==> config.mk <==
export PLATFORM = sky130hd
export DESIGN_NAME = point_deque_nearest_farthest_core
export DESIGN_NICKNAME = d
export VERILOG_FILES = /design/src/pdnf_pkg.sv /design/src/pdnf_dist.sv /design/src/point_deque_nearest_farthest_core.sv
export SDC_FILE = /design/constraint.sdc
export NUM_CORES = 2
export LEC_CHECK = 0
export ABC_CLOCK_PERIOD_IN_PS = 21300
export BUFFER_PORTS_ARGS = -buffer_cell sky130_fd_sc_hd__buf_2
export CELL_PAD_IN_SITES_DETAIL_PLACEMENT = 0
export CELL_PAD_IN_SITES_GLOBAL_PLACEMENT = 1
export CORE_ASPECT_RATIO = 1.4
export CORE_MARGIN = 3
export CORE_UTILIZATION = 36
export CTS_CLUSTER_SIZE = 8
export DETAILED_ROUTE_END_ITERATION = 10
export GPL_TIMING_DRIVEN = 0
export PLACE_DENSITY = 0.55
export SLEW_MARGIN = 10
export SYNTH_ARGS = -nofsm -noshare
export SYNTH_HDL_FRONTEND = slang
export SYNTH_SLANG_ARGS = --single-unit
export TNS_END_PERCENT = 20
==> constraint.sdc <==
create_clock -name clock -period 21.3 [get_ports clock]
set_input_delay 2.13 -clock clock [delete_from_list [all_inputs] [get_ports clock]]
set_output_delay 2.13 -clock clock [all_outputs]
set_load 0.05 [all_outputs]
==> src/pdnf_pkg.sv <==
package pdnf_pkg;

   localparam int COORD_W   = 16;
   localparam int DIST_W    = 16;
   localparam int SQ_W      = 32;
   localparam int REM_W     = DIST_W + 3;
   localparam int OP_W      = 3;
   localparam int STATUS_W  = 2;
   localparam int TOTAL_W   = 5;
   localparam int CSR_IDX_W = 1;
   localparam int CSR_W     = 16;

   localparam logic [OP_W-1:0] OP_PUSH_TOP    = 3'd0;
   localparam logic [OP_W-1:0] OP_POP_TOP     = 3'd1;
   localparam logic [OP_W-1:0] OP_PUSH_BOTTOM = 3'd2;
   localparam logic [OP_W-1:0] OP_POP_BOTTOM  = 3'd3;
   localparam logic [OP_W-1:0] OP_LENGTH      = 3'd4;
   localparam logic [OP_W-1:0] OP_CLEAR       = 3'd5;
   localparam logic [OP_W-1:0] OP_FARTHEST    = 3'd6;
   localparam logic [OP_W-1:0] OP_NEAREST     = 3'd7;

   localparam logic [STATUS_W-1:0] STAT_OK    = 2'd0;
   localparam logic [STATUS_W-1:0] STAT_FULL  = 2'd1;
   localparam logic [STATUS_W-1:0] STAT_EMPTY = 2'd2;
   localparam logic [STATUS_W-1:0] STAT_NONE  = 2'd3;

   localparam logic [CSR_IDX_W-1:0] CSR_DIST_LOW  = 1'b0;
   localparam logic [CSR_IDX_W-1:0] CSR_DIST_HIGH = 1'b1;

   localparam logic [CSR_W-1:0] DIST_LOW_RESET  = 16'd0;
   localparam logic [CSR_W-1:0] DIST_HIGH_RESET = 16'd100;

   typedef struct packed {
      logic signed [COORD_W-1:0] x;
      logic signed [COORD_W-1:0] y;
      logic signed [COORD_W-1:0] z;
      logic [DIST_W-1:0]         distance;
   } point_rec_type;

   typedef struct packed {
      logic                      start;
      logic signed [COORD_W-1:0] x;
      logic signed [COORD_W-1:0] y;
      logic signed [COORD_W-1:0] z;
   } dist_request_type;

   typedef struct packed {
      logic              done;
      logic [DIST_W-1:0] distance;
   } dist_result_type;

endpackage

==> src/pdnf_dist.sv <==
module pdnf_dist (
   input  logic                       clock,
   input  logic                       reset,
   input  pdnf_pkg::dist_request_type dist_req,
   output pdnf_pkg::dist_result_type  dist_res
);
   import pdnf_pkg::*;

   localparam int STEP_W = $clog2(DIST_W);

   localparam logic [1:0] PH_IDLE   = 2'd0;
   localparam logic [1:0] PH_SQUARE = 2'd1;
   localparam logic [1:0] PH_ROOT   = 2'd2;

   localparam logic [STEP_W-1:0] SQ_LAST   = STEP_W'(3);
   localparam logic [STEP_W-1:0] ROOT_LAST = STEP_W'(DIST_W - 1);

   logic [1:0]        phase_ff, phase_in;
   logic [STEP_W-1:0] step_ff, step_in;
   logic              done_ff, done_in;
   logic [SQ_W-1:0]   prod_ff, prod_in;
   logic [SQ_W-1:0]   acc_ff, acc_in;
   logic [SQ_W-1:0]   rad_ff, rad_in;
   logic [REM_W-1:0]  rem_ff, rem_in;
   logic [DIST_W-1:0] root_ff, root_in;

   logic signed [COORD_W-1:0] mult_op;
   logic signed [SQ_W-1:0]    square;
   logic [REM_W-1:0]          rem_shift;
   logic [REM_W-1:0]          trial;

   // one multiplier squares x, y and z in turn
   always_comb begin
      case (step_ff[1:0])
         2'd0:    mult_op = dist_req.x;
         2'd1:    mult_op = dist_req.y;
         default: mult_op = dist_req.z;
      endcase
   end

   assign square    = mult_op * mult_op;
   assign rem_shift = {rem_ff[REM_W-3:0], rad_ff[SQ_W-1 -: 2]};
   assign trial     = {1'b0, root_ff, 2'b01};

   always_comb begin
      phase_in = phase_ff;
      step_in  = step_ff;
      done_in  = 1'b0;
      prod_in  = prod_ff;
      acc_in   = acc_ff;
      rad_in   = rad_ff;
      rem_in   = rem_ff;
      root_in  = root_ff;
      unique case (phase_ff)
         PH_IDLE: begin
            if (dist_req.start) begin
               acc_in   = '0;
               step_in  = '0;
               phase_in = PH_SQUARE;
            end
         end
         PH_SQUARE: begin
            prod_in = unsigned'(square);
            // product of the previous step is not valid on the first step
            if (step_ff != '0) begin
               acc_in = acc_ff + prod_ff;
            end
            if (step_ff == SQ_LAST) begin
               rad_in   = acc_ff + prod_ff;
               rem_in   = '0;
               root_in  = '0;
               step_in  = '0;
               phase_in = PH_ROOT;
            end else begin
               step_in = step_ff + 1'b1;
            end
         end
         PH_ROOT: begin
            // one result bit per cycle, two radicand bits brought down
            if (rem_shift >= trial) begin
               rem_in  = rem_shift - trial;
               root_in = {root_ff[DIST_W-2:0], 1'b1};
            end else begin
               rem_in  = rem_shift;
               root_in = {root_ff[DIST_W-2:0], 1'b0};
            end
            rad_in  = {rad_ff[SQ_W-3:0], 2'b00};
            step_in = step_ff + 1'b1;
            if (step_ff == ROOT_LAST) begin
               phase_in = PH_IDLE;
               done_in  = 1'b1;
            end
         end
         default: begin
            phase_in = PH_IDLE;
         end
      endcase
   end

   always_ff @(posedge clock) begin
      if (reset) begin
         phase_ff <= PH_IDLE;
         step_ff  <= '0;
         done_ff  <= 1'b0;
      end else begin
         phase_ff <= phase_in;
         step_ff  <= step_in;
         done_ff  <= done_in;
      end
   end

   always_ff @(posedge clock) begin
      prod_ff <= prod_in;
      acc_ff  <= acc_in;
      rad_ff  <= rad_in;
      rem_ff  <= rem_in;
      root_ff <= root_in;
   end

   assign dist_res.done     = done_ff;
   assign dist_res.distance = root_ff;

endmodule

==> src/point_deque_nearest_farthest_core.sv <==
// Bounded deque of 3D points with a windowed nearest / farthest search.
// Input channel req_*: opcode and a point; a transfer happens when req_valid
// is high and req_stall is low. Result channel rsp_*: one result per input,
// taken when rsp_valid is high and rsp_stall is low. Configuration port csr_*
// writes the two distance bounds; csr_ready is always high and writes belong
// in idle periods.
// One item is in flight at a time; req_stall stays high until its result has
// been loaded into the output register. Work per request:
//   push:  squaring on the shared multiplier, 16 square root iterations,
//          then result handoff, store and output load
//   pop:   registered memory read
//   search: one entry per cycle
//   length, clear, push when full, pop when empty: straight to the output load
// The next transfer can happen in the cycle that rsp_valid rises, even if
// that result is still stalled; the following result then waits for the
// output register to drain. Reset empties the deque, sets the bounds to 0
// and 100 and drops any pending result. Point storage is not cleared.
module point_deque_nearest_farthest_core #(
   parameter int CAPACITY = 16
) (
   input  logic                                    clock,
   input  logic                                    reset,
   input  logic                                    req_valid,
   output logic                                    req_stall,
   input  logic [pdnf_pkg::OP_W-1:0]               req_opcode,
   input  logic signed [pdnf_pkg::COORD_W-1:0]     req_coord_x,
   input  logic signed [pdnf_pkg::COORD_W-1:0]     req_coord_y,
   input  logic signed [pdnf_pkg::COORD_W-1:0]     req_coord_z,
   output logic                                    rsp_valid,
   input  logic                                    rsp_stall,
   output logic [pdnf_pkg::STATUS_W-1:0]           rsp_status,
   output logic signed [pdnf_pkg::COORD_W-1:0]     rsp_out_x,
   output logic signed [pdnf_pkg::COORD_W-1:0]     rsp_out_y,
   output logic signed [pdnf_pkg::COORD_W-1:0]     rsp_out_z,
   output logic [pdnf_pkg::DIST_W-1:0]             rsp_out_distance,
   output logic [pdnf_pkg::TOTAL_W-1:0]            rsp_entry_total,
   input  logic                                    csr_valid,
   output logic                                    csr_ready,
   input  logic [pdnf_pkg::CSR_IDX_W-1:0]          csr_index,
   input  logic [pdnf_pkg::CSR_W-1:0]              csr_data
);
   import pdnf_pkg::*;

   localparam int PTR_W = $clog2(CAPACITY);
   localparam int CNT_W = $clog2(CAPACITY + 1);
   localparam int SUM_W = CNT_W + 1;

   localparam logic [PTR_W-1:0] LAST_SLOT  = PTR_W'(CAPACITY - 1);
   localparam logic [CNT_W-1:0] FULL_COUNT = CNT_W'(CAPACITY);
   localparam logic [SUM_W-1:0] SUM_CAP    = SUM_W'(CAPACITY);

   localparam logic [2:0] ST_IDLE = 3'd0;
   localparam logic [2:0] ST_DIST = 3'd1;
   localparam logic [2:0] ST_POPA = 3'd2;
   localparam logic [2:0] ST_POPB = 3'd3;
   localparam logic [2:0] ST_SCAN = 3'd4;
   localparam logic [2:0] ST_EMIT = 3'd5;

   function automatic logic [PTR_W-1:0] ring_next(input logic [PTR_W-1:0] p);
      return (p == LAST_SLOT) ? '0 : p + 1'b1;
   endfunction

   function automatic logic [PTR_W-1:0] ring_prev(input logic [PTR_W-1:0] p);
      return (p == '0) ? LAST_SLOT : p - 1'b1;
   endfunction

   function automatic logic [PTR_W-1:0] ring_wrap(input logic [SUM_W-1:0] s);
      logic [SUM_W-1:0] w;
      w = (s >= SUM_CAP) ? s - SUM_CAP : s;
      return w[PTR_W-1:0];
   endfunction

   logic [2:0]                state_ff, state_in;
   logic [OP_W-1:0]           op_ff, op_in;
   logic signed [COORD_W-1:0] x_ff, x_in;
   logic signed [COORD_W-1:0] y_ff, y_in;
   logic signed [COORD_W-1:0] z_ff, z_in;
   logic [PTR_W-1:0]          ptr_ff, ptr_in;
   logic [PTR_W-1:0]          bottom_ff, bottom_in;
   logic [CNT_W-1:0]          count_ff, count_in;
   logic [CNT_W-1:0]          left_ff, left_in;
   logic                      pend_ff, pend_in;
   logic                      found_ff, found_in;
   logic [STATUS_W-1:0]       res_status_ff, res_status_in;
   point_rec_type             res_rec_ff, res_rec_in;
   logic [CSR_W-1:0]          dist_low_ff;
   logic [CSR_W-1:0]          dist_high_ff;

   point_rec_type             point_mem_ff [CAPACITY];
   point_rec_type             rd_data_ff;
   point_rec_type             wr_rec;
   logic                      mem_wr;

   logic                      rsp_valid_ff;
   logic [STATUS_W-1:0]       rsp_status_ff;
   point_rec_type             rsp_rec_ff;
   logic [TOTAL_W-1:0]        rsp_total_ff;
   logic                      rsp_load;

   logic                      req_xfer;
   logic [SUM_W-1:0]          sum_push;
   logic [SUM_W-1:0]          sum_pop;
   logic                      qualifies;
   logic                      better;
   logic [TOTAL_W+CNT_W-1:0]  total_ext;

   dist_request_type          dist_req;
   dist_result_type           dist_res;

   pdnf_dist u_dist (
      .clock    (clock),
      .reset    (reset),
      .dist_req (dist_req),
      .dist_res (dist_res)
   );

   assign req_stall = (state_ff != ST_IDLE);
   assign req_xfer  = req_valid && !req_stall;
   assign csr_ready = 1'b1;

   assign sum_push = SUM_W'(bottom_ff) + SUM_W'(count_ff);
   assign sum_pop  = sum_push - 1'b1;

   assign qualifies = (rd_data_ff.distance > dist_low_ff) &&
                      (rd_data_ff.distance < dist_high_ff);
   assign better    = !found_ff ||
                      ((op_ff == OP_FARTHEST) && (rd_data_ff.distance > res_rec_ff.distance)) ||
                      ((op_ff == OP_NEAREST) && (rd_data_ff.distance < res_rec_ff.distance));

   assign dist_req.start = req_xfer && (count_ff != FULL_COUNT) &&
                           ((req_opcode == OP_PUSH_TOP) || (req_opcode == OP_PUSH_BOTTOM));
   assign dist_req.x = x_ff;
   assign dist_req.y = y_ff;
   assign dist_req.z = z_ff;

   assign wr_rec.x        = x_ff;
   assign wr_rec.y        = y_ff;
   assign wr_rec.z        = z_ff;
   assign wr_rec.distance = dist_res.distance;

   assign rsp_load = (state_ff == ST_EMIT) && (!rsp_valid_ff || !rsp_stall);

   always_comb begin
      state_in      = state_ff;
      op_in         = op_ff;
      x_in          = x_ff;
      y_in          = y_ff;
      z_in          = z_ff;
      ptr_in        = ptr_ff;
      bottom_in     = bottom_ff;
      count_in      = count_ff;
      left_in       = left_ff;
      pend_in       = pend_ff;
      found_in      = found_ff;
      res_status_in = res_status_ff;
      res_rec_in    = res_rec_ff;
      mem_wr        = 1'b0;
      unique case (state_ff)
         ST_IDLE: begin
            if (req_xfer) begin
               op_in         = req_opcode;
               x_in          = req_coord_x;
               y_in          = req_coord_y;
               z_in          = req_coord_z;
               res_status_in = STAT_OK;
               res_rec_in    = '0;
               unique case (req_opcode) inside
                  OP_PUSH_TOP, OP_PUSH_BOTTOM: begin
                     if (count_ff == FULL_COUNT) begin
                        res_status_in = STAT_FULL;
                        state_in      = ST_EMIT;
                     end else begin
                        count_in = count_ff + 1'b1;
                        if (req_opcode == OP_PUSH_TOP) begin
                           ptr_in = ring_wrap(sum_push);
                        end else begin
                           bottom_in = ring_prev(bottom_ff);
                           ptr_in    = ring_prev(bottom_ff);
                        end
                        state_in = ST_DIST;
                     end
                  end
                  OP_POP_TOP, OP_POP_BOTTOM: begin
                     if (count_ff == '0) begin
                        res_status_in = STAT_EMPTY;
                        state_in      = ST_EMIT;
                     end else begin
                        count_in = count_ff - 1'b1;
                        if (req_opcode == OP_POP_TOP) begin
                           ptr_in = ring_wrap(sum_pop);
                        end else begin
                           ptr_in    = bottom_ff;
                           bottom_in = ring_next(bottom_ff);
                        end
                        state_in = ST_POPA;
                     end
                  end
                  OP_LENGTH: begin
                     state_in = ST_EMIT;
                  end
                  OP_CLEAR: begin
                     count_in  = '0;
                     bottom_in = '0;
                     state_in  = ST_EMIT;
                  end
                  OP_FARTHEST, OP_NEAREST: begin
                     ptr_in   = bottom_ff;
                     left_in  = count_ff;
                     pend_in  = 1'b0;
                     found_in = 1'b0;
                     state_in = ST_SCAN;
                  end
               endcase
            end
         end
         ST_DIST: begin
            if (dist_res.done) begin
               mem_wr              = 1'b1;
               res_rec_in.distance = dist_res.distance;
               state_in            = ST_EMIT;
            end
         end
         ST_POPA: begin
            state_in = ST_POPB;
         end
         ST_POPB: begin
            res_rec_in = rd_data_ff;
            state_in   = ST_EMIT;
         end
         ST_SCAN: begin
            // issue one read per cycle; its data is compared in the next cycle
            if (left_ff != '0) begin
               ptr_in  = ring_next(ptr_ff);
               left_in = left_ff - 1'b1;
               pend_in = 1'b1;
            end else begin
               pend_in = 1'b0;
            end
            if (pend_ff && qualifies && better) begin
               res_rec_in = rd_data_ff;
               found_in   = 1'b1;
            end
            if ((left_ff == '0) && !pend_ff) begin
               if (!found_ff) begin
                  res_status_in = STAT_NONE;
                  res_rec_in    = '0;
               end
               state_in = ST_EMIT;
            end
         end
         ST_EMIT: begin
            if (rsp_load) begin
               state_in = ST_IDLE;
            end
         end
         default: begin
            state_in = ST_IDLE;
         end
      endcase
   end

   always_ff @(posedge clock) begin
      if (reset) begin
         state_ff  <= ST_IDLE;
         bottom_ff <= '0;
         count_ff  <= '0;
         left_ff   <= '0;
         pend_ff   <= 1'b0;
         found_ff  <= 1'b0;
      end else begin
         state_ff  <= state_in;
         bottom_ff <= bottom_in;
         count_ff  <= count_in;
         left_ff   <= left_in;
         pend_ff   <= pend_in;
         found_ff  <= found_in;
      end
   end

   always_ff @(posedge clock) begin
      op_ff         <= op_in;
      x_ff          <= x_in;
      y_ff          <= y_in;
      z_ff          <= z_in;
      ptr_ff        <= ptr_in;
      res_status_ff <= res_status_in;
      res_rec_ff    <= res_rec_in;
   end

   always_ff @(posedge clock) begin
      if (mem_wr) begin
         point_mem_ff[ptr_ff] <= wr_rec;
      end
      rd_data_ff <= point_mem_ff[ptr_ff];
   end

   always_ff @(posedge clock) begin
      if (reset) begin
         dist_low_ff  <= DIST_LOW_RESET;
         dist_high_ff <= DIST_HIGH_RESET;
      end else if (csr_valid && csr_ready) begin
         unique case (csr_index)
            CSR_DIST_LOW:  dist_low_ff  <= csr_data;
            CSR_DIST_HIGH: dist_high_ff <= csr_data;
         endcase
      end
   end

   assign total_ext = {TOTAL_W'(0), count_ff};

   always_ff @(posedge clock) begin
      if (reset) begin
         rsp_valid_ff <= 1'b0;
      end else if (rsp_load) begin
         rsp_valid_ff <= 1'b1;
      end else if (!rsp_stall) begin
         rsp_valid_ff <= 1'b0;
      end
   end

   always_ff @(posedge clock) begin
      if (rsp_load) begin
         rsp_status_ff <= res_status_ff;
         rsp_rec_ff    <= res_rec_ff;
         rsp_total_ff  <= total_ext[TOTAL_W-1:0];
      end
   end

   assign rsp_valid        = rsp_valid_ff;
   assign rsp_status       = rsp_status_ff;
   assign rsp_out_x        = rsp_rec_ff.x;
   assign rsp_out_y        = rsp_rec_ff.y;
   assign rsp_out_z        = rsp_rec_ff.z;
   assign rsp_out_distance = rsp_rec_ff.distance;
   assign rsp_entry_total  = rsp_total_ff;

`ifndef SYNTHESIS
   a_count_bound: assert property (@(posedge clock) disable iff (reset)
      count_ff <= FULL_COUNT)
      else $error("entry count exceeds capacity");

   a_accept_leaves_idle: assert property (@(posedge clock) disable iff (reset)
      req_xfer |=> (state_ff != ST_IDLE))
      else $error("accepted item did not start work");

   a_rsp_from_emit: assert property (@(posedge clock) disable iff (reset)
      $rose(rsp_valid_ff) |-> ($past(state_ff) == ST_EMIT))
      else $error("result presented without a finished item");

   a_dist_done_in_dist: assert property (@(posedge clock) disable iff (reset)
      dist_res.done |-> (state_ff == ST_DIST))
      else $error("distance unit finished outside a push");

   a_pend_in_scan: assert property (@(posedge clock) disable iff (reset)
      pend_ff |-> (state_ff == ST_SCAN))
      else $error("scan read pending outside a search");
`endif

endmodule

# [Word level (Yosys, flattened, before mapping)]
# Memory sizes are Yosys's and may differ from the RTL's. A register that Yosys moved wholly into a read port is not among the register bits.
# Cells that the tools add are included.
[word_totals] mem_count=1 wordCells=237 input_bits=73 out_inout_bits=74 regBits=380 ramBits=1024
[classes] n_bitwise=2 add_sub_neg=13 magnitude_cmp=7 mux=79 n_reduce_logical=58 n_eq_ne=43 multipliers=1
[memory_table] name="point_mem_ff" depth=16 width=64 read_ports=1 rd_ports_with_merged_regs=1 write_ports=1 line_no="point_deque_nearest_farthest_core.sv:89" text="point_rec_type point_mem_ff [CAPACITY];"
[op_table] operator="64-bit 2-to-1 mux" count=4
[op_table] operator="48-bit one-hot mux with 3 select lines" count=1
[op_table] operator="32-bit one-hot mux with 2 select lines" count=2
[op_table] operator="32-bit 2-to-1 mux" count=3
[op_table] operator="4-bit 2-to-1 mux" count=17
[op_table] operator="16-bit one-hot mux with 2 select lines" count=2
[op_table] operator="16-bit one-hot mux with 4 select lines" count=1
[op_table] operator="4-bit one-hot mux with 3 select lines" count=3
[op_table] operator="17-bit 2-to-1 mux" count=2
[op_table] operator="17-bit one-hot mux with 2 select lines" count=1
[op_table] operator="32-bit adder" count=1
[op_table] operator="16-bit greater-than comparator" count=2
[op_table] operator="16-bit less-than comparator" count=2
[op_table] operator="16-bit by 16-bit multiplier with 32-bit output" count=1
[op_table] operator="16-bit 2-to-1 mux" count=2
[op_table] operator="5-bit 2-to-1 mux" count=5
[op_table] operator="3-bit equality test (second input constant)" count=8
[op_table] operator="2-bit inequality test (second input constant)" count=11
[op_table] operator="19-bit by 18-bit greater-or-equal comparator with 1-bit output" count=1
[op_table] operator="3-bit 2-to-1 mux" count=6
[op_table] operator="3-bit one-hot mux with 6 select lines" count=1
[op_table] operator="17-bit subtractor" count=1
[op_table] operator="4-bit AND reduction" count=4
[op_table] operator="5-bit one-hot mux with 3 select lines" count=1
[op_table] operator="other kinds (44)" count=121

# [Depth between registers and ports, before layout]
[depth] depth_word=9 depth_mapped=31 ltp_nobuf=29

# [Hierarchy]
# A second synthesis with hierarchy kept.
[hier_totals] hier_cells=4095 hier_area_um2=67068.1
[modules_own_cells] mod="point_deque_nearest_farthest_core" cells_per_inst=2373 seq_area_each_um2=38837.2 n_inst=1 area_each_um2=50374.6
[modules_own_cells] mod="pdnf_dist" cells_per_inst=1722 seq_area_each_um2=3983.8 n_inst=1 area_each_um2=16693.5

# [Worst setup path before layout]
# OpenSTA, ideal clock, no wires.
[synth_timing] kind="input-to-reg" start="in rsp_stall" end="reg rsp_total_ff[0], in the netlist rsp_entry_total[0], enable pin" stages=1 n_path_buf=0 path_slack_ns=13.312 arrival_ns=7.382 t_required_ns=20.694 setup_time_ns=0.606 cell_sequence="a211oi_1"
[synth_between] elab_chain_cells=3
[synth_lines] item="start, declared" line_no="point_deque_nearest_farthest_core.sv:30" text="input logic rsp_stall,"
[synth_lines] item="1-bit logical NOT"
[synth_lines] item="1-bit logical OR" line_no="point_deque_nearest_farthest_core.sv:141" text="assign rsp_load = (state_ff == ST_EMIT) && (!rsp_valid_ff || !rsp_stall);"
[synth_lines] item="1-bit logical AND" line_no="point_deque_nearest_farthest_core.sv:141"
[synth_lines] item="end signal, assigned" line_no="point_deque_nearest_farthest_core.sv:325" text="rsp_total_ff <= total_ext[TOTAL_W-1:0];"
[synth_lines] item="end, declared" line_no="point_deque_nearest_farthest_core.sv:97" text="logic [TOTAL_W-1:0] rsp_total_ff;"
# Every way passes these cells.
# A chain may end at the register's enable or synchronous reset.

# [Worst setup path in the final report]
[layout_timing] start="reg u_dist.step_ff[0]" end="reg u_dist.prod_ff[30], data pin"
[layout_between] elab_chain_cells=3 elab_cells_between_ends=4 classes_between="1 x mul; 1 x eq/ne; 1 x mux; 1 x reduce/logical"
[layout_lines] item="start, declared" line_no="pdnf_dist.sv:19" text="logic [STEP_W-1:0] step_ff, step_in;"
[layout_lines] item="start signal, assigned" line_no="pdnf_dist.sv:107" text="step_ff <= step_in;"
[layout_lines] item="2-bit by 1-bit equality test with 1-bit output / 2-bit logical NOT (equally long branches)" line_no="pdnf_dist.sv:34" text="case (step_ff[1:0])"
[layout_lines] item="16-bit one-hot mux with 2 select lines *" line_no="pdnf_dist.sv:34"
[layout_lines] item="16-bit by 16-bit multiplier with 32-bit output *" line_no="pdnf_dist.sv:41" text="assign square = mult_op * mult_op;"
[layout_lines] item="named net u_dist.square[30]" line_no="pdnf_dist.sv:28" text="logic signed [SQ_W-1:0] square;"
[layout_lines] item="end signal, assigned" line_no="pdnf_dist.sv:113" text="prod_ff <= prod_in;"
[layout_lines] item="end, declared" line_no="pdnf_dist.sv:21" text="logic [SQ_W-1:0] prod_ff, prod_in;"
# The timed path passes the listed nets; every way through them passes the cells marked *.

==> impl_metrics.csv <==
group,metric,value,unit
status,status,"finished clean",
layout,multi_input_area,21800,um^2
logic_synthesis,synthCells,4021,
clock_network,cts_inserted_buffers,202,
floorplanning,initial_core_util,0.363,
layout,layout-drive-gt1-share,0.175,
clock_network,path_clk_slew,0.05,ns
clock_network,clock_tree.buffer_depth,3,
route,post-route-drc-count,0,
clock_network,cts_resized,0,
critical_path,r2r_cells,26,
critical_path,crit_slowest_cell,"a21oi_1",
clock_network,cts_tree,"done",
critical_path,required,21.82,ns
clock_network,ctsHoldBuffers,0,
placement,post-dp-hpwl,120000,um
layout,seq_area,42800,um^2
global_routing,grt.overflow.total,0,
route,drt-initial-drc-count,2651,
floorplanning,core,184000,um^2
sta,worst_pin_slew,1.29,ns
layout,syn2layout_area_growth,16.3,%
run,drv_cap,0,
global_routing,grt_pass1_vias,38971,
critical_path,rrSetupSlack,11.60,ns
logic_synthesis,yosys_warnings,0,
clock_network,clock-root-buffer,"clkbuf_16",
sta,rsz0062_at_grt,"no",
critical_path,critPathLaunchType,"flip-flop",
logic_synthesis,ys_seq_area_frac,0.643,
sta,maxSlewViolCount,0,
min_path,whs_endpoint,"rsp_status[1]",
sta,final-hold-violation-count,0,
route,vias,35901,
min_path,hold_path_depth,0,
critical_path,rr_endpoint,"u_dist.prod_ff[30]",
sta,min_period_over_period,0.455,
global_routing,grt_first_pass_wirelength,258000,um
logic_synthesis,async_flop_share,0,
placement,place_ws,11.51,ns
sta,max-slew-margin-rel,0.143,
sta,max_freq,103,MHz
layout,fillers,16525,
route,vias_per_cell,5.11,
clock_network,post-cts-setup-buffer-count,0,
critical_path,critPathMaxStageDelay,0.92,ns
route,ant_nets,0,
sta,setup_viol,0,
min_path,worstHoldPathType,"flip-flop to flip-flop",
layout,fin_nets,4940,
floorplanning,die_w,370,um
logic_synthesis,synth_area,66600,um^2
logic_synthesis,ys_types,73,
floorplanning,chipHeight,515,um
global_routing,antenna_found_initial,6,
critical_path,cp_max_fo,10,
floorplanning,dieArea,190000,um^2
placement,gp_congestion,0.800,
logic_synthesis,synth_edf_count,1344,
route,wl_per_cell,24.7,um
sta,setup_ws,11.60,ns
critical_path,arrival,10.22,ns
layout,layout.cells.non_filler,7020,
floorplanning,num_io_pins,147,
critical_path,path_common_cell,"fa_1",
route,drt-total-wl,173000,um
logic_synthesis,synth-main-ff-cell,"edfxtp_1",
critical_path,path_class,"flip-flop to flip-flop",
critical_path,rr_startpoint,"u_dist.step_ff[0]",
placement,dp.cells,6666,
sta,finalSetupTns,0,ns
route,firstDrtPassIters,7,
logic_synthesis,ys_seq_elements,1467,
global_routing,grt_usage,0.184,
clock_network,clock_sinks,1467,
logic_synthesis,syn_nets,4535,
global_routing,grt_max_degree,41,
critical_path,end_kind,"flip-flop",
placement,io_buffers,144,
clock_network,h-tree-depth,4,
sta,skew,0.0810,ns
sta,final.min_clock_period,9.70,ns
min_path,hp-start,"res_status_ff[1]",
logic_synthesis,postSynthAreaPerCell,16.6,um^2
clock_network,insertion_delay,0.84,ns
floorplanning,rows,186,
-- placed cells by master (no fill, tap or decap), types with 11 or more instances in the layout --
| cell | Yosys | layout |
|---|---|---|
| o21a_1 | 16 | 16 |
| nor2_1 | 181 | 177 |
| ha_1 | 207 | 206 |
| nor3_1 | 27 | 25 |
| fa_1 | 234 | 234 |
| mux2i_1 | 30 | 30 |
| clkbuf_16 | 0 | 203 |
| edfxtp_1 | 1344 | 1344 |
| nand2b_1 | 11 | 11 |
| xnor2_1 | 75 | 75 |
| o21ai_0 | 100 | 100 |
| a31oi_1 | 13 | 13 |
| inv_1 | 403 | 403 |
| and3_1 | 15 | 15 |
| nor2b_1 | 30 | 30 |
| nand3_1 | 29 | 29 |
| buf_1 | 28 | 26 |
| mux4_2 | 320 | 320 |
| o21bai_1 | 13 | 13 |
| buf_2 | 6 | 150 |
| xor2_1 | 26 | 26 |
| a22o_1 | 64 | 64 |
| buf_4 | 5 | 24 |
| dfxtp_1 | 123 | 123 |
| and2_1 | 39 | 27 |
| nand2_1 | 236 | 235 |
| and2_4 | 0 | 12 |
| a21o_1 | 50 | 50 |
| buf_16 | 0 | 14 |
| buf_12 | 0 | 18 |
| clkbuf_1 | 112 | 242 |
| a21oi_1 | 133 | 130 |
| a22oi_1 | 20 | 20 |
-- metal layers --
layer / up-vias / wire, um / GRT usage
li1: 15907 / - / -
met1: 18896 / 71000 / 0.233
met2: 870 / 90700 / 0.330
met3: 228 / 7980 / 0.0272
met4: 0 / 3680 / 0.0483
met5: - / 0 / 0
-- registers in the layout, indices dropped and copies added (netlist names), 16 cells and up --
name and cells:
u_dist.prod_ff 31, x_ff 16, rsp_out_distance 16, rsp_out_x 16, dist_low_ff 16, u_dist.rad_ff 32
y_ff 16, u_dist.root_ff 16, rsp_out_y 16, dist_high_ff 16, u_dist.rem_ff 17, point_mem_ff 1024
rsp_out_z 16, z_ff 16, res_rec_ff 64, rd_data_ff 64, u_dist.acc_ff 32
-- how the worst max path moves through the flow --
stage / endpoint / startpoint / cells after the start
2_1_floorplan: rsp_entry_total[0] / rsp_stall / 1
3_3_place_gp: point_mem_ff[15][37] / ptr_ff[3] / 4
3_5_place_dp: u_dist.prod_ff[30] / u_dist.step_ff[0] / 26
4_1_cts: u_dist.prod_ff[30] / u_dist.step_ff[0] / 26
5_1_grt: u_dist.prod_ff[30] / u_dist.step_ff[0] / 26
6_report: u_dist.prod_ff[30] / u_dist.step_ff[0] / 26
-- final cells by class --
cell class                      instances  area share
Multi-Input combinational cell       1990       0.281
Clock buffer                          333      0.0719
Clock inverter                         17     0.00523
Timing Repair Buffer                  201      0.0219
Tap cell                             2444      0.0395
Inverter                              412      0.0200
Sequential cell                      1467       0.553
Buffer                                152     0.00783
Antenna cell                            4    0.000129
-- kinds of logic after synthesis --
logic type               Yosys count  share of synthesized area
other                              1                  0.0000563
flip-flops                      1467                      0.643
XOR/XNOR                         101                     0.0133
AO/OA/AOI/OAI                    488                     0.0485
AND/OR/NAND/NOR                  604                     0.0403
buffers and inverters            564                     0.0323
multiplexers                     355                      0.114
adder cells (fa/ha/maj)          441                      0.109
-- cells in the mapped netlist (6+ instances only) --
| cell | instances | area (um^2) |
|---|---|---|
| clkbuf_1 | 112 | 420 |
| edfxtp_1 | 1344 | 40400 |
| a31oi_1 | 13 | 81.3 |
| nor4_1 | 8 | 50.1 |
| nor2b_1 | 30 | 188 |
| a211o_1 | 6 | 52.6 |
| a21o_1 | 50 | 375 |
| a31o_2 | 6 | 52.6 |
| a22o_1 | 64 | 561 |
| nand4_1 | 10 | 62.6 |
| o21a_1 | 16 | 120 |
| clkinv_1 | 8 | 30.0 |
| nor3_1 | 27 | 135 |
| buf_2 | 6 | 30.0 |
| nand2_1 | 236 | 886 |
| fa_1 | 234 | 4680 |
| nor2_1 | 181 | 679 |
| and2_1 | 39 | 244 |
| or3_1 | 6 | 37.5 |
| o211ai_1 | 10 | 75.1 |
| a211oi_1 | 8 | 60.1 |
| xor2_1 | 26 | 228 |
| buf_1 | 28 | 105 |
| dfxtp_1 | 123 | 2460 |
| inv_1 | 403 | 1510 |
| nand3_1 | 29 | 145 |
| a22oi_1 | 20 | 150 |
| mux4_2 | 320 | 7210 |
| o21ai_0 | 100 | 500 |
| o21bai_1 | 13 | 97.6 |
| mux2i_1 | 30 | 300 |
| ha_1 | 207 | 2590 |
| nand2b_1 | 11 | 68.8 |
| xnor2_1 | 75 | 657 |
| a21oi_1 | 133 | 666 |
| and3_1 | 15 | 93.8 |
-- through the flow --
stage	util	instance area (um^2)	hold WS, ns
6_report	0.422	77500	0.423
2_1_floorplan	-	66600	0.400
4_1_cts	0.422	77500	0.424
3_5_place_dp	0.389	71500	0.408
5_1_grt	0.422	77500	0.435
3_3_place_gp	0.383	70400	0.411
-- critical path: cells and delay by family (launching register included) --
kind                     cells  cell delay (ns)
AO/OA/AOI/OAI                6             2.33
XOR/XNOR                     1             0.10
adder cells (fa/ha/maj)      8             3.65
buffers and inverters        7             1.79
flip-flops                   1             0.41
AND/OR/NAND/NOR              4             1.15
Power is left out: the tool's default activity adds up to more than one toggle a clock period on the data nets, which glitch-free logic cannot reach.
